--- src/rtl/mbb_pkg.sv ---
// shared types, codes and constants of the monochrome bitmap blitter
package mbb_pkg;

  localparam int DEF_SCREEN_COLUMNS = 128;
  localparam int DEF_SCREEN_PAGES   = 8;
  localparam int MARKS_PER_BYTE     = 8;
  localparam int ROWS_PER_PAGE      = 8;
  localparam logic [7:0] BIT0_MASK  = 8'h01;

  typedef enum logic [1:0] {
    OP_START  = 2'd0,
    OP_BITMAP = 2'd1,
    OP_READ   = 2'd2,
    OP_NONE   = 2'd3
  } op_t;

  typedef enum logic [1:0] {
    ST_OK        = 2'd0,
    ST_OFFSCREEN = 2'd1,
    ST_NO_REGION = 2'd2
  } status_t;

  typedef enum logic [2:0] {
    S_CLEAR,
    S_IDLE,
    S_MARK,
    S_DRAIN,
    S_READ,
    S_DONE
  } state_t;

  typedef struct packed {
    logic load;
    logic step;
  } cursor_cmd_t;

  typedef struct packed {
    logic       active;
    logic       region_end;
    logic       on_screen;
    logic       set_mode;
    logic [2:0] bit_pos;
  } cursor_sts_t;

  typedef struct packed {
    logic [7:0] data;
    logic       finished;
    status_t    status;
  } result_t;

endpackage

--- src/rtl/mbb_out_buf.sv ---
// result register between the sequencer and the output channel
module mbb_out_buf (
  input  logic             clk,
  input  logic             rst_n,
  input  logic             res_valid,
  output logic             res_ready,
  input  mbb_pkg::result_t res,
  output logic             out_valid,
  input  logic             out_stall,
  output mbb_pkg::result_t out_res
);

  logic             out_valid_r;
  mbb_pkg::result_t out_res_r;

  assign res_ready = !out_valid_r || !out_stall;
  assign out_valid = out_valid_r;
  assign out_res   = out_res_r;

  always_ff @(posedge clk) begin
    if (!rst_n) begin
      out_valid_r <= 1'b0;
    end else if (res_ready) begin
      out_valid_r <= res_valid;
    end
  end

  always_ff @(posedge clk) begin
    if (res_valid && res_ready) begin
      out_res_r <= res;
    end
  end

endmodule

--- config.mk ---
export PLATFORM = sky130hd
export DESIGN_NAME = mbb_out_buf
export DESIGN_NICKNAME = d
export VERILOG_FILES = /design/src/rtl/mbb_pkg.sv /design/src/rtl/mbb_out_buf.sv
export SDC_FILE = /design/constraint.sdc
export NUM_CORES = 1
export LEC_CHECK = 0
export BUFFER_PORTS_ARGS = -buffer_cell sky130_fd_sc_hd__buf_2
export CAP_MARGIN = 20
export CORE_AREA = 2 2 39 41
export CTS_CLUSTER_DIAMETER = 80
export CTS_CLUSTER_SIZE = 12
export DETAILED_ROUTE_END_ITERATION = 8
export DIE_AREA = 0 0 41 43
export GPL_ROUTABILITY_DRIVEN = 1
export GPL_TIMING_DRIVEN = 0
export PLACE_DENSITY_LB_ADDON = 0.15
export SYNTH_ARGS = -nofsm -noshare
export SYNTH_HDL_FRONTEND = slang
export SYNTH_SLANG_ARGS = --single-unit
export TNS_END_PERCENT = 5
--- constraint.sdc ---
create_clock -name clk -period 3.2 [get_ports clk]
set_clock_uncertainty 0.15 [all_clocks]
set_input_delay 0.64 -clock clk [delete_from_list [all_inputs] [get_ports clk]]
set_output_delay 0.64 -clock clk [all_outputs]
set_load 0.005 [all_outputs]
Yosys cells after proc, flatten, opt, wreduce, memory -nomap -nowiden:

Cells that the tools add are included.

* bits in registers: 12
* input port bits: 15
* word-level logic and storage cells: 8

* reduce and logical (&&, ||, !) cells: 4

Operator list (number)
* logical NOT 1 bit: 2
* logical AND 1 bit: 1
* logical OR 1 bit: 1

Longest topological paths before layout:

* word-level depth: 3
* depth in mapped cells: 2

Worst setup path before layout:

No wires, ideal clock.

* path type: in2reg
* start: input out_stall
* end: register out_res_r (netlist bit out_res[0]) (enable)
* setup time: 0.349 ns
* data arrival time: 1.060 ns
* required time: 2.701 ns
* slack: 1.641 ns
* stages: 2
* buffers on the path: 0
* path through: nand2_1 and2_1

* word-level cells in the longest chain between the ends: 3

Ends and longest elaborated chain
* start: declaration: line mbb_out_buf.sv:9 `input logic out_stall,`
* logical NOT 1 bit: line mbb_out_buf.sv:16 `assign res_ready = !out_valid_r || !out_stall;`
* logical OR 1 bit: line mbb_out_buf.sv:16
* logical AND 1 bit: line mbb_out_buf.sv:29 `if (res_valid && res_ready) begin`
* end signal: assignment: line mbb_out_buf.sv:30 `out_res_r <= res;`
* end: declaration: line mbb_out_buf.sv:14 `mbb_pkg::result_t out_res_r;`

Every way passes these cells.
A chain may end at the register's enable or synchronous reset.

Worst setup path after layout:

* start: input out_stall
* end: output res_ready

* word-level cells in the longest chain between the ends: 2

Ends and longest elaborated chain
* logical NOT 1 bit: line mbb_out_buf.sv:16
* logical OR 1 bit: line mbb_out_buf.sv:16
* end: declaration: line mbb_out_buf.sv:6 `output logic res_ready,`

Every way passes these cells.

==> flow_summary.html <==
<table>
<tr><th>Metric</th><th>Value</th></tr>
<tr><th colspan="2">Critical path</th></tr>
<tr><td>Maximum fanout along the worst path</td><td>2</td></tr>
<tr><td>Crit start category</td><td>input pin</td></tr>
<tr><td>CP Capture Type</td><td>output pin</td></tr>
<tr><td>Delay of the slowest cell on the worst path</td><td>0.11 ns</td></tr>
<tr><td>Cell with the largest stage delay on the worst path</td><td>buf_2</td></tr>
<tr><td>Critical path's most frequent cell</td><td>buf_2</td></tr>
<tr><td>Critical path arrival</td><td>0.92 ns</td></tr>
<tr><td>Cells along the critical path</td><td>buf_2 -&gt; nand2_1 -&gt; buf_2</td></tr>
<tr><td>Reg-to-reg setup timing slack</td><td>1.89 ns</td></tr>
<tr><td>Critical Path RT</td><td>2.41 ns</td></tr>
<tr><td>Count of buffer and inverter cells on the critical path</td><td>2</td></tr>
<tr><td>Family with the most delay on the worst path</td><td>buffers and inverters</td></tr>
<tr><td>Type of the setup path with the least slack</td><td>input pin to output pin</td></tr>
<tr><th colspan="2">Timing</th></tr>
<tr><td>Final Max Slew Viols</td><td>0</td></tr>
<tr><td>Hold Worst Slack</td><td>0.4000 ns</td></tr>
<tr><td>Sum of negative setup slack</td><td>0 ns</td></tr>
<tr><td>Final Cycle Share</td><td>0.5330</td></tr>
<tr><td>Worst slew margin relative to its limit</td><td>0.6913</td></tr>
<tr><td>Setup-failing EPs final</td><td>0</td></tr>
<tr><td>Maximum clock frequency</td><td>586.3 MHz</td></tr>
<tr><td>Number of failing hold endpoints at the final stage</td><td>0</td></tr>
<tr><td>Fin worst setup slack</td><td>1.494 ns</td></tr>
<tr><td>Transition time of the tightest slew-check pin</td><td>0.4631 ns</td></tr>
<tr><td>Time the final worst path needs with I/O delays and setup</td><td>1.706 ns</td></tr>
<tr><td>Setup repair after global routing missed its margin</td><td>false</td></tr>
<tr><th colspan="2">Power and ir drop</th></tr>
<tr><td>Leakage power</td><td>0.2431 nW</td></tr>
<tr><td>Power density over cell area</td><td>537.3 mW/mm2</td></tr>
<tr><td>Highest ir drop seen on vdd</td><td>0.0002568 V</td></tr>
<tr><th colspan="2">Route</th></tr>
<tr><td>Metal-1 WL</td><td>212 um</td></tr>
<tr><td>Vias per std cell</td><td>3.984</td></tr>
<tr><td>Per-cell routed wire length</td><td>10.40 um</td></tr>
<tr><td>Remaining antenna violation count</td><td>0</td></tr>
<tr><td>Detailed-routed wire length on met3</td><td>64 um</td></tr>
<tr><td>Detailed-route wire length</td><td>655 um</td></tr>
<tr><td>Total DRC errors in the routed layout</td><td>0</td></tr>
<tr><td>Met2 Routed Length</td><td>378 um</td></tr>
<tr><td>Vias</td><td>251</td></tr>
<tr><td>Number of DRC markers in iteration 0</td><td>1</td></tr>
<tr><td>First-pass iteration count of the detailed router</td><td>3</td></tr>
<tr><td>Max Used Layer</td><td>met3</td></tr>
<tr><th colspan="2">Die</th></tr>
<tr><td>Overall die height</td><td>43 um</td></tr>
<tr><td>I/O pin count</td><td>28</td></tr>
<tr><td>Die area</td><td>0.001763 mm2</td></tr>
<tr><td>Horizontal die dimension</td><td>41 um</td></tr>
<tr><td># rows</td><td>14</td></tr>
<tr><td>Starting density of the core</td><td>0.2685</td></tr>
<tr><td>Core Box Area</td><td>0.001384 mm2</td></tr>
<tr><th colspan="2">Logic synthesis</th></tr>
<tr><td>Sequential share of the synthesized area</td><td>0.9428</td></tr>
<tr><td>Top-area cell type share of the netlist area</td><td>0.8889</td></tr>
<tr><td>Most instantiated flip-flop cell in the synthesis netlist</td><td>edfxtp_1</td></tr>
<tr><td>Warnings from Yosys</td><td>0</td></tr>
<tr><td>Register bit total from synthesis</td><td>12</td></tr>
<tr><td>Leading post-synthesis cells by cell area</td><td>edfxtp_1 (89%), dfxtp_1 (5.4%), and2_1 (1.7%), nor2b_1 (1.7%), a21oi_1 (1.3%)</td></tr>
<tr><td>Mapped Avg Cell Area</td><td>23.23 um2</td></tr>
<tr><td>Count of flip-flops with a built-in enable after synthesis</td><td>11</td></tr>
<tr><td>Area leader, netlist</td><td>edfxtp_1</td></tr>
<tr><td>Cell area after synthesis</td><td>371.6 um2</td></tr>
<tr><td>Syn_nets</td><td>31</td></tr>
<tr><td>Yosys cell types</td><td>6</td></tr>
<tr><td>Cell count after synthesis</td><td>16</td></tr>
<tr><td>Async S/R FF share, synth</td><td>0</td></tr>
<tr><td>Most instantiated library cell after synthesis</td><td>edfxtp_1</td></tr>
<tr><th colspan="2">CTS</th></tr>
<tr><td>Number of buffers added for setup after CTS</td><td>0</td></tr>
<tr><td>Clock network latency to the later pin of the worst-skew pair</td><td>0.25 ns</td></tr>
<tr><td>Maximum clock insertion buffer count</td><td>2</td></tr>
<tr><td>TritonCTS Sinks</td><td>12</td></tr>
<tr><td>Number of cells upsized or downsized after cts</td><td>0</td></tr>
<tr><td>H-tree Lvls</td><td>1</td></tr>
<tr><td>CTS tree</td><td>done</td></tr>
<tr><td>Clock Tree Root</td><td>clkbuf_4</td></tr>
<tr><td>Hold-fix buffer count after cts</td><td>0</td></tr>
<tr><td>Clock Pin Slew Worst Setup and Hold Paths</td><td>0.07 ns</td></tr>
<tr><td>Number of clock buffers inserted by TritonCTS</td><td>3</td></tr>
<tr><th colspan="2">Cells and area</th></tr>
<tr><td>Number of nets in the layout</td><td>63</td></tr>
<tr><td>Antenna Cells</td><td>0</td></tr>
<tr><td>Sequential standard cell area</td><td>350.3 um2</td></tr>
<tr><td>Layout cells sized above 1</td><td>0.6383</td></tr>
<tr><td>Layout overhead on the synthesized area</td><td>48.82%</td></tr>
<tr><td>Final std cell area, no fill</td><td>553.0 um2</td></tr>
<tr><td>Area of combinational cells with multiple inputs</td><td>21.27 um2</td></tr>
<tr><td>Number of filler cells placed in the layout</td><td>144</td></tr>
<tr><th colspan="2">Global route</th></tr>
<tr><td>Number of antenna violations at the first check in global routing</td><td>0</td></tr>
<tr><td>Global-route total usage across every layer</td><td>0.08607</td></tr>
<tr><td>Number of global-route vias before repair</td><td>244</td></tr>
<tr><td>Congestion Overflow GR</td><td>0</td></tr>
<tr><td>Pin count of the biggest net entering global routing</td><td>12</td></tr>
<tr><td>First-pass GRT wire length</td><td>966 um</td></tr>
<tr><th colspan="2">Outcome</th></tr>
<tr><td>Outcome</td><td>finished, final reports clean</td></tr>
<tr><th colspan="2">Placement</th></tr>
<tr><td>IO buf count</td><td>27</td></tr>
<tr><td>Worst Setup Slack post-DPL</td><td>1.424 ns</td></tr>
<tr><td>Final Wtd Congestion</td><td>0.5584</td></tr>
<tr><td>Cell Area, Placed</td><td>526.8 um2</td></tr>
<tr><th colspan="2">Flow run</th></tr>
<tr><td>Count of maximum capacitance violations</td><td>0</td></tr>
<tr><th colspan="2">Min path</th></tr>
<tr><td>Worst hold path type</td><td>input pin to flop</td></tr>
</table>
-- per-layer routing --
layer / GRT usage / up-vias
met3: 0.04712 / 0
li1: - / 124
met2: 0.1375 / 16
met5: 0 / -
met1: 0.08591 / 111
met4: 0.04000 / 0
-- registers in the layout (all words and copies together), names as in the netlist --
register and cells:
out_valid 1, out_res 11
-- power breakdown --
group | switching (mW) | internal (mW)
combinational | 0.0104 | 0.0128
sequential | 0.00220 | 0.182
clock | 0.0418 | 0.0481
total | 0.0544 | 0.243
-- path summary, 6_finish.rpt --
path | start | to | cells past startpoint
worst min register to register | out_valid$_SDFFE_PN0P_ | out_valid$_SDFFE_PN0P_ | 2
worst max-delay path | out_stall | res_ready | 3
worst max register to register | out_valid$_SDFFE_PN0P_ | out_res[10]$_DFFE_PP_ | 2
worst min-delay path | res[0] | out_res[0]$_DFFE_PP_ | 1
-- kinds of logic (layout without fill, tap and decap cells) --
kind of cell / count (synthesis) / after routing / synth area share
compound gates: 1 / 1 / 0.01346
simple gates: 3 / 3 / 0.04378
buf+inv: 0 / 31 / 0
flops: 12 / 12 / 0.9428
-- cell type report --
cell class                      count  area share
Sequential cell                    12      0.6335
Timing Repair Buffer               27      0.2443
Multi-Input combinational cell      4     0.03846
Clock buffer                        4     0.04751
Tap cell                           16     0.03620
-- worst reg2reg max path, delay by kind of cell, from the launching register on --
kind | cells | cell delay [ns]
and+or+nand+nor | 2 | 0.49
DFF | 1 | 0.32
-- cell usage in the layout (no fill, tap or decap), drive strengths merged --
master  Yosys  routed
clkbuf      0       4
nor2b       1       1
edfxtp     11      11
and2        1       1
dfxtp       1       1
a21oi       1       1
nand2       1       1
buf         0      27
-- metrics by stage --
| stage | utilization | cells | total power [mW] |
|---|---|---|---|
| 2_1_floorplan | - | 16 | 0.1934 |
| 3_3_place_gp | 0.3807 | 59 | 0.2102 |
| 3_5_place_dp | 0.3807 | 59 | 0.2118 |
| 4_1_cts | 0.3996 | 63 | 0.3049 |
| 5_1_grt | 0.3996 | 63 | 0.3184 |
| 6_report | 0.3996 | 63 | 0.2971 |
No activity file was read; power rests on OpenSTA's default activity.
