**config.mk**
```make
export PLATFORM = sky130hd
export DESIGN_NAME = mbb_cursor
export DESIGN_NICKNAME = d
export VERILOG_FILES = /design/src/rtl/mbb_pkg.sv /design/src/rtl/mbb_cursor.sv
export SDC_FILE = /design/constraint.sdc
export NUM_CORES = 1
export LEC_CHECK = 0
export BUFFER_PORTS_ARGS = -buffer_cell sky130_fd_sc_hd__buf_4
export CORE_MARGIN = 5
export CORE_UTILIZATION = 54
export CTS_CLUSTER_SIZE = 10
export DETAILED_ROUTE_END_ITERATION = 10
export GPL_ROUTABILITY_DRIVEN = 0
export PLACE_DENSITY = 0.86
export REMOVE_ABC_BUFFERS = 1
export SLEW_MARGIN = 20
export SYNTH_ARGS = -nofsm -noshare
export SYNTH_HDL_FRONTEND = slang
export SYNTH_SLANG_ARGS = --single-unit
```
**constraint.sdc**
```tcl
create_clock -name clk -period 3.2 [get_ports clk]
set_input_delay 0.32 -clock clk [delete_from_list [all_inputs] [get_ports clk]]
set_output_delay 0.32 -clock clk [all_outputs]
set_load 0.005 [all_outputs]
```
**src/rtl/mbb_pkg.sv**
```systemverilog
// shared types, codes and constants of the monochrome bitmap blitter
package mbb_pkg;

  localparam int DEF_SCREEN_COLUMNS = 128;
  localparam int DEF_SCREEN_PAGES   = 8;
  localparam int MARKS_PER_BYTE     = 8;
  localparam int ROWS_PER_PAGE      = 8;
  localparam logic [7:0] BIT0_MASK  = 8'h01;

  typedef enum logic [1:0] {
    OP_START  = 2'd0,
    OP_BITMAP = 2'd1,
    OP_READ   = 2'd2,
    OP_NONE   = 2'd3
  } op_t;

  typedef enum logic [1:0] {
    ST_OK        = 2'd0,
    ST_OFFSCREEN = 2'd1,
    ST_NO_REGION = 2'd2
  } status_t;

  typedef enum logic [2:0] {
    S_CLEAR,
    S_IDLE,
    S_MARK,
    S_DRAIN,
    S_READ,
    S_DONE
  } state_t;

  typedef struct packed {
    logic load;
    logic step;
  } cursor_cmd_t;

  typedef struct packed {
    logic       active;
    logic       region_end;
    logic       on_screen;
    logic       set_mode;
    logic [2:0] bit_pos;
  } cursor_sts_t;

  typedef struct packed {
    logic [7:0] data;
    logic       finished;
    status_t    status;
  } result_t;

endpackage

```
**src/rtl/mbb_cursor.sv**
```systemverilog
// region registers and walk cursor, pixel address generation
module mbb_cursor #(
  parameter int SCREEN_COLUMNS = mbb_pkg::DEF_SCREEN_COLUMNS,
  parameter int SCREEN_PAGES   = mbb_pkg::DEF_SCREEN_PAGES,
  localparam int COL_W = $clog2(SCREEN_COLUMNS),
  localparam int PG_W  = (SCREEN_PAGES > 1) ? $clog2(SCREEN_PAGES) : 1,
  localparam int AW    = COL_W + PG_W
) (
  input  logic                 clk,
  input  logic                 rst_n,
  input  mbb_pkg::cursor_cmd_t cmd,
  input  logic [6:0]           origin_x,
  input  logic [5:0]           origin_y,
  input  logic [7:0]           region_width,
  input  logic [6:0]           region_height,
  input  logic                 set_pixels,
  output mbb_pkg::cursor_sts_t sts,
  output logic [AW-1:0]        pix_addr
);

  localparam int ROWS = SCREEN_PAGES * mbb_pkg::ROWS_PER_PAGE;

  logic [7:0] col_r;
  logic [6:0] row_r;
  logic [6:0] ox_r;
  logic [5:0] oy_r;
  logic [7:0] w_r;
  logic [6:0] h_r;
  logic       set_r;
  logic       active_r;

  logic [8:0] px;
  logic [8:0] py;
  logic [7:0] row_inc;
  logic [8:0] col_inc;
  logic       col_wrap;
  logic       last;

  assign px       = {2'b0, ox_r} + {1'b0, col_r};
  assign py       = {3'b0, oy_r} + {2'b0, row_r};
  assign row_inc  = {1'b0, row_r} + 8'd1;
  assign col_inc  = {1'b0, col_r} + 9'd1;
  assign col_wrap = row_inc >= {1'b0, h_r};
  assign last     = col_wrap && (col_inc >= {1'b0, w_r});

  assign pix_addr = {px[COL_W-1:0], py[3 +: PG_W]};

  assign sts.active     = active_r;
  assign sts.region_end = last;
  assign sts.on_screen  = (px < 9'(SCREEN_COLUMNS)) && (py < 9'(ROWS));
  assign sts.set_mode   = set_r;
  assign sts.bit_pos    = py[2:0];

  always_ff @(posedge clk) begin
    if (!rst_n) begin
      col_r    <= '0;
      row_r    <= '0;
      ox_r     <= '0;
      oy_r     <= '0;
      w_r      <= '0;
      h_r      <= '0;
      set_r    <= 1'b0;
      active_r <= 1'b0;
    end else if (cmd.load) begin
      col_r    <= '0;
      row_r    <= '0;
      ox_r     <= origin_x;
      oy_r     <= origin_y;
      w_r      <= region_width;
      h_r      <= region_height;
      set_r    <= set_pixels;
      active_r <= (region_width != '0) && (region_height != '0);
    end else if (cmd.step && active_r) begin
      if (col_wrap) begin
        row_r <= '0;
        col_r <= col_inc[7:0];
        if (last) begin
          active_r <= 1'b0;
        end
      end else begin
        row_r <= row_inc[6:0];
      end
    end
  end

endmodule

```
# After elaboration in Yosys (flattened, before gate mapping)
# Cells that the tools add are included.
[word_totals]
ff_bits = 45
latchBits = 0
ramBits = 0
romBits = 0
inputBits = 33
output_inout_bits = 17
elab_cells = 34
memories = 0
[op_classes]
addsub = 4
n_mul = 0
n_div = 0
n_lt_le_gt_ge = 4
n_eq_ne = 0
shifts = 0
muxes = 5
bitwise_logic = 1
n_reduce_logical = 12
[ops]
columns = ["op", "count"]
rows = [
  ["adder 7 x 8 -> 9 bit", 1],
  ["adder 8 x 1 -> 9 bit (second input constant)", 1],
  [">= comparator 9 x 8 -> 1 bit", 1],
  ["less-than comparator 9 x 8 -> 1 bit (second input constant)", 1],
  ["adder 6 x 7 -> 8 bit", 1],
  ["adder 7 x 1 -> 8 bit (second input constant)", 1],
  [">= comparator 8 x 7 -> 1 bit", 1],
  ["less-than comparator 8 x 7 -> 1 bit (second input constant)", 1],
  ["nonzero test 8 bit", 1],
  ["2-to-1 mux 7 bit", 1],
  ["nonzero test 7 bit", 1],
  ["nonzero test 2 bit", 3],
  ["logical AND 1 bit", 4],
  ["2-to-1 mux 1 bit", 4],
  ["AND reduction 3 bit", 1],
  ["AND reduction 2 bit", 1],
  ["OR reduction 2 bit", 1],
  ["NOT 1 bit", 1],
]

# Depth between registers and ports, before layout
[logic_depth]
ltp_word = 7
mapped_depth = 12
ltp_nobuf = 10

# Worst setup path before layout
# No wires, ideal clock.
[synth_path]
path_type = "register to output"
start = "register row_r[0]"
end = "output sts[5] in the netlist's numbering"
arrival_ns = 2.299
required_time_ns = 2.880
slack_ns = 0.581
path_stages_with_launch = 13
path_buffers = 3
cell_sequence = "dfxtp_1 ha_1 nand3_1 nor2_1 xor2_1 ha_1 a21oi_1 o21a_1 o211a_1 buf_6 buf_2 a21oi_1 buf_4"
[synth_via]
elab_chain_cells = 3
[synth_rtl]
columns = ["element", "line", "source"]
rows = [
  ["start: declaration", "mbb_cursor.sv:24", "logic [6:0] row_r;"],
  ["start signal: assignment", "mbb_cursor.sv:81", "row_r <= row_inc[6:0];"],
  ["adder 7 x 1 -> 8 bit", "mbb_cursor.sv:41", "assign row_inc = {1'b0, row_r} + 8'd1;"],
  [">= comparator 8 x 7 -> 1 bit", "mbb_cursor.sv:43", "assign col_wrap = row_inc >= {1'b0, h_r};"],
  ["logical AND 1 bit", "mbb_cursor.sv:44", "assign last = col_wrap && (col_inc >= {1'b0, w_r});"],
  ["end: declaration", "mbb_cursor.sv:17", "output mbb_pkg::cursor_sts_t sts,"],
]
# Every way passes these cells.

==> impl_metrics.yaml <==
critical_path:
  r2r_slack_ns: 0.37
  path_class: "flip-flop to output pin"
  r2r-end: "row_r[4]$_SDFFE_PP0P_"
  end_kind: "output pin"
  worstPathMaxFanout: 7
  cp_data_arrival_time_ns: 2.70
  r2r_start: "row_r[0]$_SDFFE_PP0P_"
  start_kind: "flip-flop"
  reg2regPathDepth: 10
  cp.required_ns: 2.88
cts:
  cts_buffers: 5
  h-tree-depth: 2
  clock_latency_ns: 0.30
  ctsHoldBuffers: 0
  cts_buffer_depth: 2
  clk_pin_slew_ns: 0.09
  postCtsSetupRepairBufs: 0
  cts_tree: "done"
  clockRootBuffer: "clkbuf_8"
  cts_sinks: 45
hold_path:
  hold_depth: 3
  min_delay_worst_endpoint: "oy_r[2]$_SDFFE_PN0P_"
  hp-start: "origin_y[2]"
  hp-class: "input port to flip-flop"
synthesis:
  yosys.area.top_type: "dfxtp_1"
  ys.flop_type: "dfxtp_1"
  synth_commonest_cells: "dfxtp_1 (45), nor2b_1 (32), ha_1 (30)"
  syn_area_sq_um: 2922
  ys_async_sr_fraction: 0
  syn_area_per_cell_sq_um: 8.826
  yosys_warnings: 0
  ys_seq_elements: 45
  yosys.cell_count.top_type: "dfxtp_1"
  synth-edff-count: 0
  seq_area_frac_synth: 0.3084
  netlist_instances: 331
  ys_types: 46
  synth.area.top_cells: "dfxtp_1 (31%), ha_1 (13%), mux2i_1 (9.9%)"
  yosysTopAreaCellShare: 0.3084
cells_and_area:
  fill_cells: 431
  multiInputGateArea_sq_um: 1871
  n_antenna_cell: 0
  stdcell_count: 444
  drive_gt1_frac: 0.1765
  final_area_sq_um: 3463
  layout.nets: 438
  final_util: 0.6696
  seqCellArea_sq_um: 905.9
  area_growth_pct: 18.54
global_routing:
  grt_max_degree: 33
  met3_usage: 0.04442
  grt_usage: 0.1880
  first_global_vias: 2490
  grt_pass1_wl_mm: 11.04
  antenna_found_initial: 0
  grt_util_met1: 0.2168
  grt.met2_usage: 0.3411
  grt_overflow: 0
  busiest_layer: "met2"
timing:
  relSlewSlack: 0.5119
  finalHoldViolCount: 0
  hold_ws_ns: 0.2721
  tightest_slew_ns: 0.7303
  fin_crit_sh: 0.9440
  rsz0062_at_grt: "false"
  setup_ws_ns: 0.1791
  slew_viol_final: 0
  max_freq_mhz: 331.0
  final.setup.tns_ns: 0
  setup_viol: 0
  finClkSkew_ns: 0.002965
  period_needed_ns: 3.021
die:
  die_w_um: 83.56
  fp.dieH_um: 83.56
  die_area_sq_um: 6981
  ios: 50
  fp-row-count: 26
  initial_utilization: 0.5648
  core_area_sq_um: 5172
placed_design:
  dp.cells: 435
  pre_cts_ws_ns: 0.2126
  io_buffers: 49
  dpl_cell_area_sq_um: 3301
  dpl.hpwl_mm: 4.625
power_and_ir_drop:
  peakVddDrop_mv: 0.3165
  fin_total_pwr_mw: 1.309
  p_leak_nw: 1.507
  powerDensity_nw_per_um2: 377.9
routing:
  vias: 2512
  ant_nets: 0
  drc: 0
  drt_iter0_drc: 141
  routedWlPerCell_um: 14.78
  vias_per_cell: 5.658
  drtPass1Iterations: 4
  routed_wirelength_mm: 6.563
job:
  cap_violations: 0
status:
  status: "complete, no violations"
## placed cells by master (no fill, tap or decap), drive strengths merged, types with 2 or more instances in the layout
master | synthesis | routed
o21ai | 8 | 8
bufinv | 0 | 2
a21boi | 2 | 2
o21a | 4 | 4
a21oi | 24 | 24
nand3 | 11 | 11
nand4b | 2 | 2
o211ai | 2 | 2
xor2 | 4 | 4
o211a | 1 | 2
inv | 26 | 26
dfxtp | 45 | 45
ha | 30 | 30
nor2 | 9 | 9
nand2 | 15 | 15
and2 | 3 | 3
and4 | 2 | 2
nand3b | 2 | 2
fa | 2 | 2
nor2b | 32 | 32
nand4 | 3 | 3
o31ai | 8 | 8
or4 | 8 | 8
buf | 5 | 49
mux2i | 29 | 29
a31oi | 3 | 3
clkbuf | 10 | 5
a21o | 4 | 4
nor3 | 4 | 4
nor4 | 3 | 3
xnor2 | 13 | 13
and3 | 3 | 3
nand2b | 3 | 3
## power breakdown
group	internal (mW)	leakage (nW)	total (mW)	switching (mW)
registers	0.583	0.371	0.597	0.0141
clock network	0.310	0.0681	0.513	0.203
logic	0.101	1.07	0.199	0.0983
total	0.994	1.51	1.31	0.315
## worst max-delay path, cell delays in order, from the launching register on
cell      delay, ns
dfxtp_2        0.41
ha_1           0.22
nand3_1        0.18
nor2_2         0.22
xor2_1         0.20
ha_1           0.29
a21oi_1        0.15
a21boi_0       0.12
a311oi_1       0.29
a21oi_1        0.15
buf_4          0.16
## worst max-delay path by stage
| stage | slack, ns | start | cells past startpoint | endpoint |
|---|---|---|---|---|
| global placement | 0.40 | row_r[0]$_SDFFE_PP0P_ | 10 | sts[5] |
| floorplan | 0.69 | row_r[0]$_SDFFE_PP0P_ | 10 | col_r[2]$_SDFFE_PP0P_ |
| detailed placement | 0.21 | row_r[0]$_SDFFE_PP0P_ | 10 | sts[5] |
| global route | 0.03 | row_r[0]$_SDFFE_PP0P_ | 9 | sts[5] |
| CTS | 0.01 | col_r[0]$_SDFFE_PP0P_ | 10 | sts[5] |
| finish | 0.18 | col_r[0]$_SDFFE_PP0P_ | 10 | sts[5] |
## logic make-up (layout without fill, tap and decap cells)
family / Yosys count / in the layout / share of synthesized area
xor gates and xnor gates: 17 / 17 / 0.05096
muxes: 29 / 29 / 0.09936
and+or+nand+nor: 103 / 103 / 0.2017
DFF: 45 / 45 / 0.3083
AOI/OAI and AO/OA: 64 / 65 / 0.1379
adders and majority gates: 32 / 32 / 0.1422
buffers and inverters: 41 / 83 / 0.05953
## layer usage
metal | part of all wire | vias up
li1 | - | 1258
met2 | 0.51 | 79
met5 | 0 | -
met4 | 0.018 | 0
met3 | 0.056 | 15
met1 | 0.42 | 1160
## area by class of cell
type / instances / share of cell area
clock inverter: 3 / 0.01879
timing repair buffer: 49 / 0.1062
multi-input combinational: 246 / 0.5401
sequential: 45 / 0.2616
inverter: 26 / 0.02818
tap: 70 / 0.02529
clock buffer: 5 / 0.01987
## registers in the layout, indices dropped and copies added, names as in the netlist
name / flops
oy_r: 6
col_r: 8
active_r: 1
ox_r: 7
row_r: 7
set_r: 1
w_r: 8
h_r: 7
## repair_timing
item | 4_1_cts | 5_1_grt
gates cloned | 0 | 1
pin swaps | 0 | 2
endpoints found under the setup margin | 1 | 1
gates resized for setup | 2 | 7
(Power assumes the default switching activity.)
