File: src/rtl/mbb_pkg.sv
// shared types, codes and constants of the monochrome bitmap blitter
package mbb_pkg;

  localparam int DEF_SCREEN_COLUMNS = 128;
  localparam int DEF_SCREEN_PAGES   = 8;
  localparam int MARKS_PER_BYTE     = 8;
  localparam int ROWS_PER_PAGE      = 8;
  localparam logic [7:0] BIT0_MASK  = 8'h01;

  typedef enum logic [1:0] {
    OP_START  = 2'd0,
    OP_BITMAP = 2'd1,
    OP_READ   = 2'd2,
    OP_NONE   = 2'd3
  } op_t;

  typedef enum logic [1:0] {
    ST_OK        = 2'd0,
    ST_OFFSCREEN = 2'd1,
    ST_NO_REGION = 2'd2
  } status_t;

  typedef enum logic [2:0] {
    S_CLEAR,
    S_IDLE,
    S_MARK,
    S_DRAIN,
    S_READ,
    S_DONE
  } state_t;

  typedef struct packed {
    logic load;
    logic step;
  } cursor_cmd_t;

  typedef struct packed {
    logic       active;
    logic       region_end;
    logic       on_screen;
    logic       set_mode;
    logic [2:0] bit_pos;
  } cursor_sts_t;

  typedef struct packed {
    logic [7:0] data;
    logic       finished;
    status_t    status;
  } result_t;

endpackage

File: src/rtl/mbb_ctrl.sv
// sequencer: store clearing, per-pixel read-modify-write with forwarding, reads
module mbb_ctrl #(
  parameter int SCREEN_COLUMNS = mbb_pkg::DEF_SCREEN_COLUMNS,
  parameter int SCREEN_PAGES   = mbb_pkg::DEF_SCREEN_PAGES,
  localparam int COL_W = $clog2(SCREEN_COLUMNS),
  localparam int PG_W  = (SCREEN_PAGES > 1) ? $clog2(SCREEN_PAGES) : 1,
  localparam int AW    = COL_W + PG_W
) (
  input  logic                 clk,
  input  logic                 rst_n,
  input  logic                 in_valid,
  output logic                 in_stall,
  input  logic [1:0]           in_operation,
  input  logic [7:0]           in_region_width,
  input  logic [6:0]           in_region_height,
  input  logic [7:0]           in_bitmap_byte,
  input  logic [6:0]           in_read_column,
  input  logic [2:0]           in_read_page,
  output mbb_pkg::cursor_cmd_t cmd,
  input  mbb_pkg::cursor_sts_t sts,
  input  logic [AW-1:0]        pix_addr,
  output logic                 ram_we,
  output logic [AW-1:0]        ram_waddr,
  output logic [7:0]           ram_wdata,
  output logic [AW-1:0]        ram_raddr,
  input  logic [7:0]           ram_rdata,
  output logic                 res_valid,
  input  logic                 res_ready,
  output mbb_pkg::result_t     res
);

  mbb_pkg::state_t  state_r, state_nxt;
  mbb_pkg::result_t res_r, res_nxt;

  logic [AW-1:0] clr_r;
  logic [7:0]    marks_r;
  logic [2:0]    cnt_r;
  logic          p_valid_r;
  logic          p_mark_r;
  logic [AW-1:0] p_addr_r;
  logic [2:0]    p_bit_r;
  logic          fwd_r;
  logic [7:0]    fwd_data_r;

  logic          accept;
  logic [8:0]    rd_col;
  logic [3:0]    rd_page;
  logic          rd_ok;
  logic [AW-1:0] rd_addr;
  logic [7:0]    cur_byte;
  logic [7:0]    bit_mask;
  logic [7:0]    mod_byte;

  assign accept   = in_valid && !in_stall;
  assign rd_col   = {2'b0, in_read_column};
  assign rd_page  = {1'b0, in_read_page};
  assign rd_ok    = (rd_col < 9'(SCREEN_COLUMNS)) && ({1'b0, rd_page} < 5'(SCREEN_PAGES));
  assign rd_addr  = {rd_col[COL_W-1:0], rd_page[PG_W-1:0]};
  assign cur_byte = fwd_r ? fwd_data_r : ram_rdata;
  assign bit_mask = mbb_pkg::BIT0_MASK << p_bit_r;
  assign mod_byte = sts.set_mode ? (cur_byte | bit_mask) : (cur_byte & ~bit_mask);
  assign res      = res_r;

  // next state
  always_comb begin
    state_nxt = state_r;
    case (state_r)
      mbb_pkg::S_CLEAR: begin
        if (clr_r == {AW{1'b1}}) begin
          state_nxt = mbb_pkg::S_IDLE;
        end
      end
      mbb_pkg::S_IDLE: begin
        if (in_valid) begin
          case (in_operation)
            mbb_pkg::OP_BITMAP: begin
              state_nxt = sts.active ? mbb_pkg::S_MARK : mbb_pkg::S_DONE;
            end
            mbb_pkg::OP_READ: begin
              state_nxt = rd_ok ? mbb_pkg::S_READ : mbb_pkg::S_DONE;
            end
            default: begin
              state_nxt = mbb_pkg::S_DONE;
            end
          endcase
        end
      end
      mbb_pkg::S_MARK: begin
        if (sts.region_end || cnt_r == 3'(mbb_pkg::MARKS_PER_BYTE - 1)) begin
          state_nxt = mbb_pkg::S_DRAIN;
        end
      end
      mbb_pkg::S_DRAIN: begin
        state_nxt = mbb_pkg::S_DONE;
      end
      mbb_pkg::S_READ: begin
        state_nxt = mbb_pkg::S_DONE;
      end
      mbb_pkg::S_DONE: begin
        if (res_ready) begin
          state_nxt = mbb_pkg::S_IDLE;
        end
      end
      default: begin
        state_nxt = mbb_pkg::S_IDLE;
      end
    endcase
  end

  // outputs
  always_comb begin
    in_stall  = (state_r != mbb_pkg::S_IDLE);
    res_valid = (state_r == mbb_pkg::S_DONE);
    cmd.load  = (state_r == mbb_pkg::S_IDLE) && in_valid &&
                (in_operation == mbb_pkg::OP_START);
    cmd.step  = (state_r == mbb_pkg::S_MARK);
    ram_raddr = (state_r == mbb_pkg::S_MARK) ? pix_addr : rd_addr;
    ram_we    = 1'b0;
    ram_waddr = p_addr_r;
    ram_wdata = mod_byte;
    if (state_r == mbb_pkg::S_CLEAR) begin
      ram_we    = 1'b1;
      ram_waddr = clr_r;
      ram_wdata = '0;
    end else if (p_valid_r && p_mark_r) begin
      ram_we = 1'b1;
    end
  end

  // result fields
  always_comb begin
    res_nxt = res_r;
    case (state_r)
      mbb_pkg::S_IDLE: begin
        if (accept) begin
          res_nxt = '0;
          case (in_operation)
            mbb_pkg::OP_START: begin
              res_nxt.finished = (in_region_width == '0) || (in_region_height == '0);
            end
            mbb_pkg::OP_BITMAP: begin
              if (!sts.active) begin
                res_nxt.status = mbb_pkg::ST_NO_REGION;
              end
            end
            mbb_pkg::OP_READ: begin
              if (!rd_ok) begin
                res_nxt.status = mbb_pkg::ST_OFFSCREEN;
              end
            end
            default: begin
              res_nxt = '0;
            end
          endcase
        end
      end
      mbb_pkg::S_MARK: begin
        if (marks_r[0] && !sts.on_screen) begin
          res_nxt.status = mbb_pkg::ST_OFFSCREEN;
        end
        if (sts.region_end) begin
          res_nxt.finished = 1'b1;
        end
      end
      mbb_pkg::S_READ: begin
        res_nxt.data = cur_byte;
      end
      default: begin
        res_nxt = res_r;
      end
    endcase
  end

  always_ff @(posedge clk) begin
    if (!rst_n) begin
      state_r   <= mbb_pkg::S_CLEAR;
      clr_r     <= '0;
      p_valid_r <= 1'b0;
      fwd_r     <= 1'b0;
      cnt_r     <= '0;
    end else begin
      state_r   <= state_nxt;
      p_valid_r <= (state_r == mbb_pkg::S_MARK);
      fwd_r     <= ram_we && (ram_waddr == ram_raddr);
      if (state_r == mbb_pkg::S_CLEAR) begin
        clr_r <= clr_r + 1'b1;
      end
      if (state_r == mbb_pkg::S_MARK) begin
        cnt_r <= cnt_r + 3'd1;
      end else begin
        cnt_r <= '0;
      end
    end
  end

  always_ff @(posedge clk) begin
    res_r      <= res_nxt;
    fwd_data_r <= ram_wdata;
    p_mark_r   <= marks_r[0] && sts.on_screen;
    p_addr_r   <= pix_addr;
    p_bit_r    <= sts.bit_pos;
    if (state_r == mbb_pkg::S_IDLE) begin
      marks_r <= in_bitmap_byte;
    end else if (state_r == mbb_pkg::S_MARK) begin
      marks_r <= {1'b0, marks_r[7:1]};
    end
  end

endmodule

File: config.mk
export PLATFORM = sky130hd
export DESIGN_NAME = mbb_ctrl
export DESIGN_NICKNAME = d
export VERILOG_FILES = /design/src/rtl/mbb_pkg.sv /design/src/rtl/mbb_ctrl.sv
export SDC_FILE = /design/constraint.sdc
export NUM_CORES = 1
export LEC_CHECK = 0
export ABC_CLOCK_PERIOD_IN_PS = 2400
export BUFFER_PORTS_ARGS = -buffer_cell sky130_fd_sc_hd__buf_2
export CAP_MARGIN = 20
export CORE_MARGIN = 2
export CORE_UTILIZATION = 45
export CTS_BUF_LIST = sky130_fd_sc_hd__clkbuf_8 sky130_fd_sc_hd__clkbuf_16
export DETAILED_ROUTE_END_ITERATION = 8
export PLACE_DENSITY = 0.76
export SLEW_MARGIN = 10
export SYNTH_ARGS = -nofsm -noshare
export SYNTH_HDL_FRONTEND = slang
export SYNTH_SLANG_ARGS = --single-unit
File: constraint.sdc
create_clock -name clk -period 2.4 [get_ports clk]
set_input_delay 0.48 -clock clk [delete_from_list [all_inputs] [get_ports clk]]
set_output_delay 0.48 -clock clk [all_outputs]
set_load 0.02 [all_outputs]
# After elaboration in Yosys (flattened, before gate mapping)

Cells that the tools add are included.
Widths: inputs -> output; s select.

$add $sub $neg: 2
Magnitude comparators: 2
Equality and inequality tests: 18
Shift operators: 1
Mux-type cells: 26
Bitwise logic cells: 3
Reduce and logical (&&, ||, !) cells: 24

Operators with widths:

| operator              | count |
|---|---|
| $mux 8                | 5 |
| $mux 10               | 2 |
| $pmux 8 s2            | 1 |
| $mux 3                | 5 |
| $pmux 3 s5            | 1 |
| $pmux 3 s2            | 2 |
| $mux 11               | 1 |
| $add 10x1->10 const B | 1 |
| $eq 10x10->1          | 1 |
| $eq 10x10->1 const B  | 1 |
| $eq 3x3->1 const B    | 3 |
| $and 8x8->8           | 1 |
| $logic_and 1x1->1     | 8 |
| $logic_not 8->1       | 1 |
| $lt 7x8->1 const B    | 1 |
| $ne 2x1->1 const B    | 4 |
| $not 8->8             | 1 |
| $or 8x8->8            | 1 |
| $shl 1x3->8 const A   | 1 |
| $logic_not 7->1       | 1 |
| $eq 3x2->1 const B    | 2 |
| $mux 1                | 6 |
| $ne 2x2->1 const B    | 3 |
| $reduce_and 3->1      | 2 |
| other kinds (16)      | 21 |

Register bits after elaboration: 59
Input port bits: 64
Output and inout bits: 44
Logic and storage cells: 89

# Logic depth before layout (Yosys ltp)

Depth after elaboration: 6
Depth in mapped cells: 8
Gate-level depth less buffers: 6

# Worst setup path before layout

No wires, ideal clock.

Path type: reg2out
Start: register state_r[2]
End: output ram_wdata[0]
Arrival: 1424 ps
Required time: 1920 ps
Setup slack: 496 ps
Cell stages (with the launch flop): 6
Buffers on the path: 3
Cells stage by stage: dfxtp_1 -> buf_2 -> nor3_4 -> buf_6 -> buf_2 -> a211oi_1

Longest elaborated chain between the ends: 2

RTL lines:

| item                     | line            | RTL |
|---|---|---|
| start: declaration       | mbb_ctrl.sv:32  | `mbb_pkg::state_t state_r, state_nxt;` |
| start signal: assignment | mbb_ctrl.sv:176 | `state_r <= mbb_pkg::S_CLEAR;` |
| start signal: assignment | mbb_ctrl.sv:182 | `state_r <= state_nxt;` |
| $logic_not 3->1          | mbb_ctrl.sv:121 | `if (state_r == mbb_pkg::S_CLEAR) begin` |
| $mux 8                   | mbb_ctrl.sv:121 |  |
| end: declaration         | mbb_ctrl.sv:24  | `output logic [7:0] ram_wdata,` |

No other way between the ends.

# Final worst setup path

Start: register state_r[0]
End: output ram_raddr[2]

Longest elaborated chain between the ends: 2

RTL lines:

| item             | line            | RTL |
|---|---|---|
| $eq 3x2->1       | mbb_ctrl.sv:117 | `ram_raddr = (state_r == mbb_pkg::S_MARK) ? pix_addr : rd_addr;` |
| $mux 10          | mbb_ctrl.sv:117 |  |
| end: declaration | mbb_ctrl.sv:25  | `output logic [AW-1:0] ram_raddr,` |

No other way between the ends.

==> results by group <==
Clock network
  – Clk root buf: clkbuf_8
  – CTS max path bufs: 2
  – Num Clock Sinks: between 50 and 60
  – CTS tree: done
  – H-tree Lvls: 3
  – Hold_buf cts: 0
  – Setup Buffers After CTS: 0
  – Clock transition at the registers of the reported paths: 0.07 ns
  – Clk Latency, worst-skew pair: 0.33 ns
  – CTS Buf Count: 9

Global routing
  – First-pass GRT wire length: approximately 9.6 mm
  – Initial antenna violation count: 0
  – Largest net degree at the start of global routing: 25
  – Gr busiest metal: met2
  – Global routing usage on met3: 4.573%
  – Global-route met1 utilization: between 10% and 20%
  – GRT Resource Usage Total: between 15 and 20%
  – Grt ovf: 0
  – Vias in the first global route: about 2100
  – GR Util met2: between 30% and 40%

Min path
  – Class of the worst hold path: in2reg
  – HP Start: sts[0]

STA
  – Final Setup Violations: 0
  – Setup_tns: 0 ns
  – RSZ-0062 raised after global routing: false
  – Slew headroom: between 70% and 80%
  – Clock Skew: approximately 0.012 ns
  – Tcrit/Tclk final: a little over nine tenths
  – Max Clock Freq: around 440 MHz
  – Final Hold Fails: 0
  – Final Max Slew Viols: 0
  – Min cycle time layout: ~2.3 ns
  – Worst-margin pin slew: ~0.4 ns

Setup path
  – Setup crit start kind: register
  – Setup CP Type: reg2out
  – Crit. End Element: output pin
  – CP delay by family, top: buffers and inverters
  – CP Max Fanout: 15
  – Worst path max stage delay: around 0.4 ns
  – Critical Path RT: ~1.9 ns
  – Worst R2R Start: state_r[0]
  – Critical path arrival: about 1.8 ns
  – Worst Setup SP: state_r[0]
  – Cell Chain, Critical Path: nor3b_2 -> buf_4 -> mux2_2 -> buf_2
  – CP bufs+invs: 2
  – Critical-path top delay cell: dfxtp_1

Detailed routing
  – DR iter-0 viols: slightly above 60
  – DRC viols: 0
  – Via count: 2197
  – WL final: about 5.9 mm
  – Avg WL per Cell: approximately 14 um
  – First-pass iteration count of the detailed router: 4
  – Post-route ant nets: 0
  – Vias/cell: ~5

Power and ir drop
  – PD cells: 905.2 nW/um^2
  – Peak supply drop: between 0.4 and 0.5 mV
  – Leak: approximately 1.7 nW
  – Power Total: 3.288 mW

Flow run
  – Max cap viols: 0

Synth
  – Syn_nets: approximately 320
  – Mapped Area: approximately 2800 um^2
  – YS warnings: 0
  – Share of the yosys chip area belonging to registers: between 40 and 50%
  – Cell variety after synth: between 40 and 50
  – Avg Synthesized Cell Area: 11.45 um^2
  – Most used DFF post-synth: dfxtp_1
  – Asr flop ratio synth: 0%
  – Mapped Cells: about 250
  – Number of synthesized flops with an enable pin: 19
  – Yosys reg bits: 59

Place
  – Placer Congestion: roughly 0.79
  – Detail Placement HPWL: approximately 4.5 mm
  – Port buffer count: 107

Floorplanning
  – Die W: around 83 um
  – Initial Utilization: 47.22%
  – Row cnt: 28
  – Die area: about 6900 um^2
  – I/O pin total: between 100 and 150
  – Core area: approximately 6000 um^2
  – Die H: 83.29 um

Run status
  – Status: finished, final reports clean

Final layout
  – Most frequent cells in the layout: 107 x buf_2, 39 x dfxtp_1, 27 x mux2_2, 19 x edfxtp_1, 18 x nor2_1
  – Fin nets: approximately 430
  – Area Overhead vs Synth: 28.39%
  – ANT cells: 0
  – Share of cells above drive strength 1: between 40% and 50%
  – Commonest non-fill, non-tap cell in the layout: buf_2
==> logic make-up after synthesis <==
family | share of synthesized area [%]
multiplexers | 17.65
flip-flops | 48.47
adder cells (fa/ha/maj) | 2.654
AND/OR/NAND/NOR | 18.13
XOR/XNOR | 4.953
AO/OA/AOI/OAI | 4.998
buffers and inverters | 3.140
==> layout make-up <==
type | instances | area (um^2)
well taps | 75 | 93.84
flip-flops and latches | 59 | 1373
repair buffers | 111 | 578.1
clock inverters | 5 | 52.55
clock buffers | 11 | 151.4
inverters | 4 | 15.01
fillers | 529 | 2359
multi-input cells | 173 | 1369
==> final timing paths <==
path                       end  slack [ns]  cells after the start
setup reg to reg         fwd_r        0.40                      6
hold reg to reg       cnt_r[0]        0.43                      1
hold / removal      p_bit_r[0]        0.25                      1
setup / recovery  ram_raddr[2]        0.12                      4
==> synth_stat cells, types with 2 or more instances <==
cell type / count / area share, %
inv_1: 4 / 0.53
buf_2: 2 / 0.35
a21o_1: 2 / 0.53
nand3_1: 4 / 0.71
nand2b_1: 4 / 0.88
nor4_1: 4 / 0.88
nand2_1: 13 / 1.7
xnor2_1: 5 / 1.5
mux2_4: 7 / 3.7
nand4_1: 2 / 0.44
and2_1: 9 / 2.0
clkbuf_1: 4 / 0.53
mux2i_1: 9 / 3.2
nand3b_1: 3 / 0.80
or3_1: 4 / 0.88
a21oi_1: 2 / 0.35
dfxtp_1: 40 / 28
a211oi_1: 3 / 0.80
nor2b_1: 9 / 2.0
mux2_2: 27 / 11
nor2_1: 18 / 2.4
nor3b_1: 3 / 0.80
and3_1: 5 / 1.1
edfxtp_1: 19 / 20
o21ai_0: 4 / 0.71
a21boi_0: 3 / 0.80
ha_1: 6 / 2.7
or2_2: 2 / 0.44
buf_6: 4 / 1.6
xor2_1: 11 / 3.4
==> metal layers <==
layer / wire [um] / vias up
met5: 0 / -
met4: 77 / 0
met3: 287 / 9
met2: 3034 / 54
met1: 2548 / 1033
li1: - / 1101
==> timing repair <==
item	CTS	global route
endpoints found under the setup margin	0	4
hold endpoints to repair	0	0
gates resized for setup	0	1
==> report_power, final <==
part	internal (mW)	leakage, nW	switching, mW	total, mW
clock network	0.531	0.112	0.378	0.909
logic	0.469	1.09	0.616	1.08
registers	1.21	0.505	0.0871	1.29
total	2.21	1.71	1.08	3.29
==> metrics by stage <==
stage / hold slack, ns / util, % / std cells / instance area (um^2) / setup WS [ns]
after CTS: 0.2303 / 60.61 / 438 / 3631 / 0.01340
after detailed placement: 0.4172 / 57.21 / 422 / 3427 / 0.3270
final: 0.2454 / 60.63 / 438 / 3632 / 0.1172
after global routing: 0.2238 / 60.63 / 438 / 3632 / 0.03653
after floorplan: 0.3989 / - / 247 / 2829 / 0.4957
after global placement: 0.4096 / 57.21 / 422 / 3427 / 0.3661
==> registers in the layout, indices dropped and copies added (netlist names) <==
name / count
fwd_data_r: 8
fwd_r: 1
state_r: 3
p_mark_r: 1
res: 11
p_valid_r: 1
p_bit_r: 3
cnt_r: 3
clr_r: 10
p_addr_r: 10
marks_r: 8
Power figures use the tool's default switching activity.
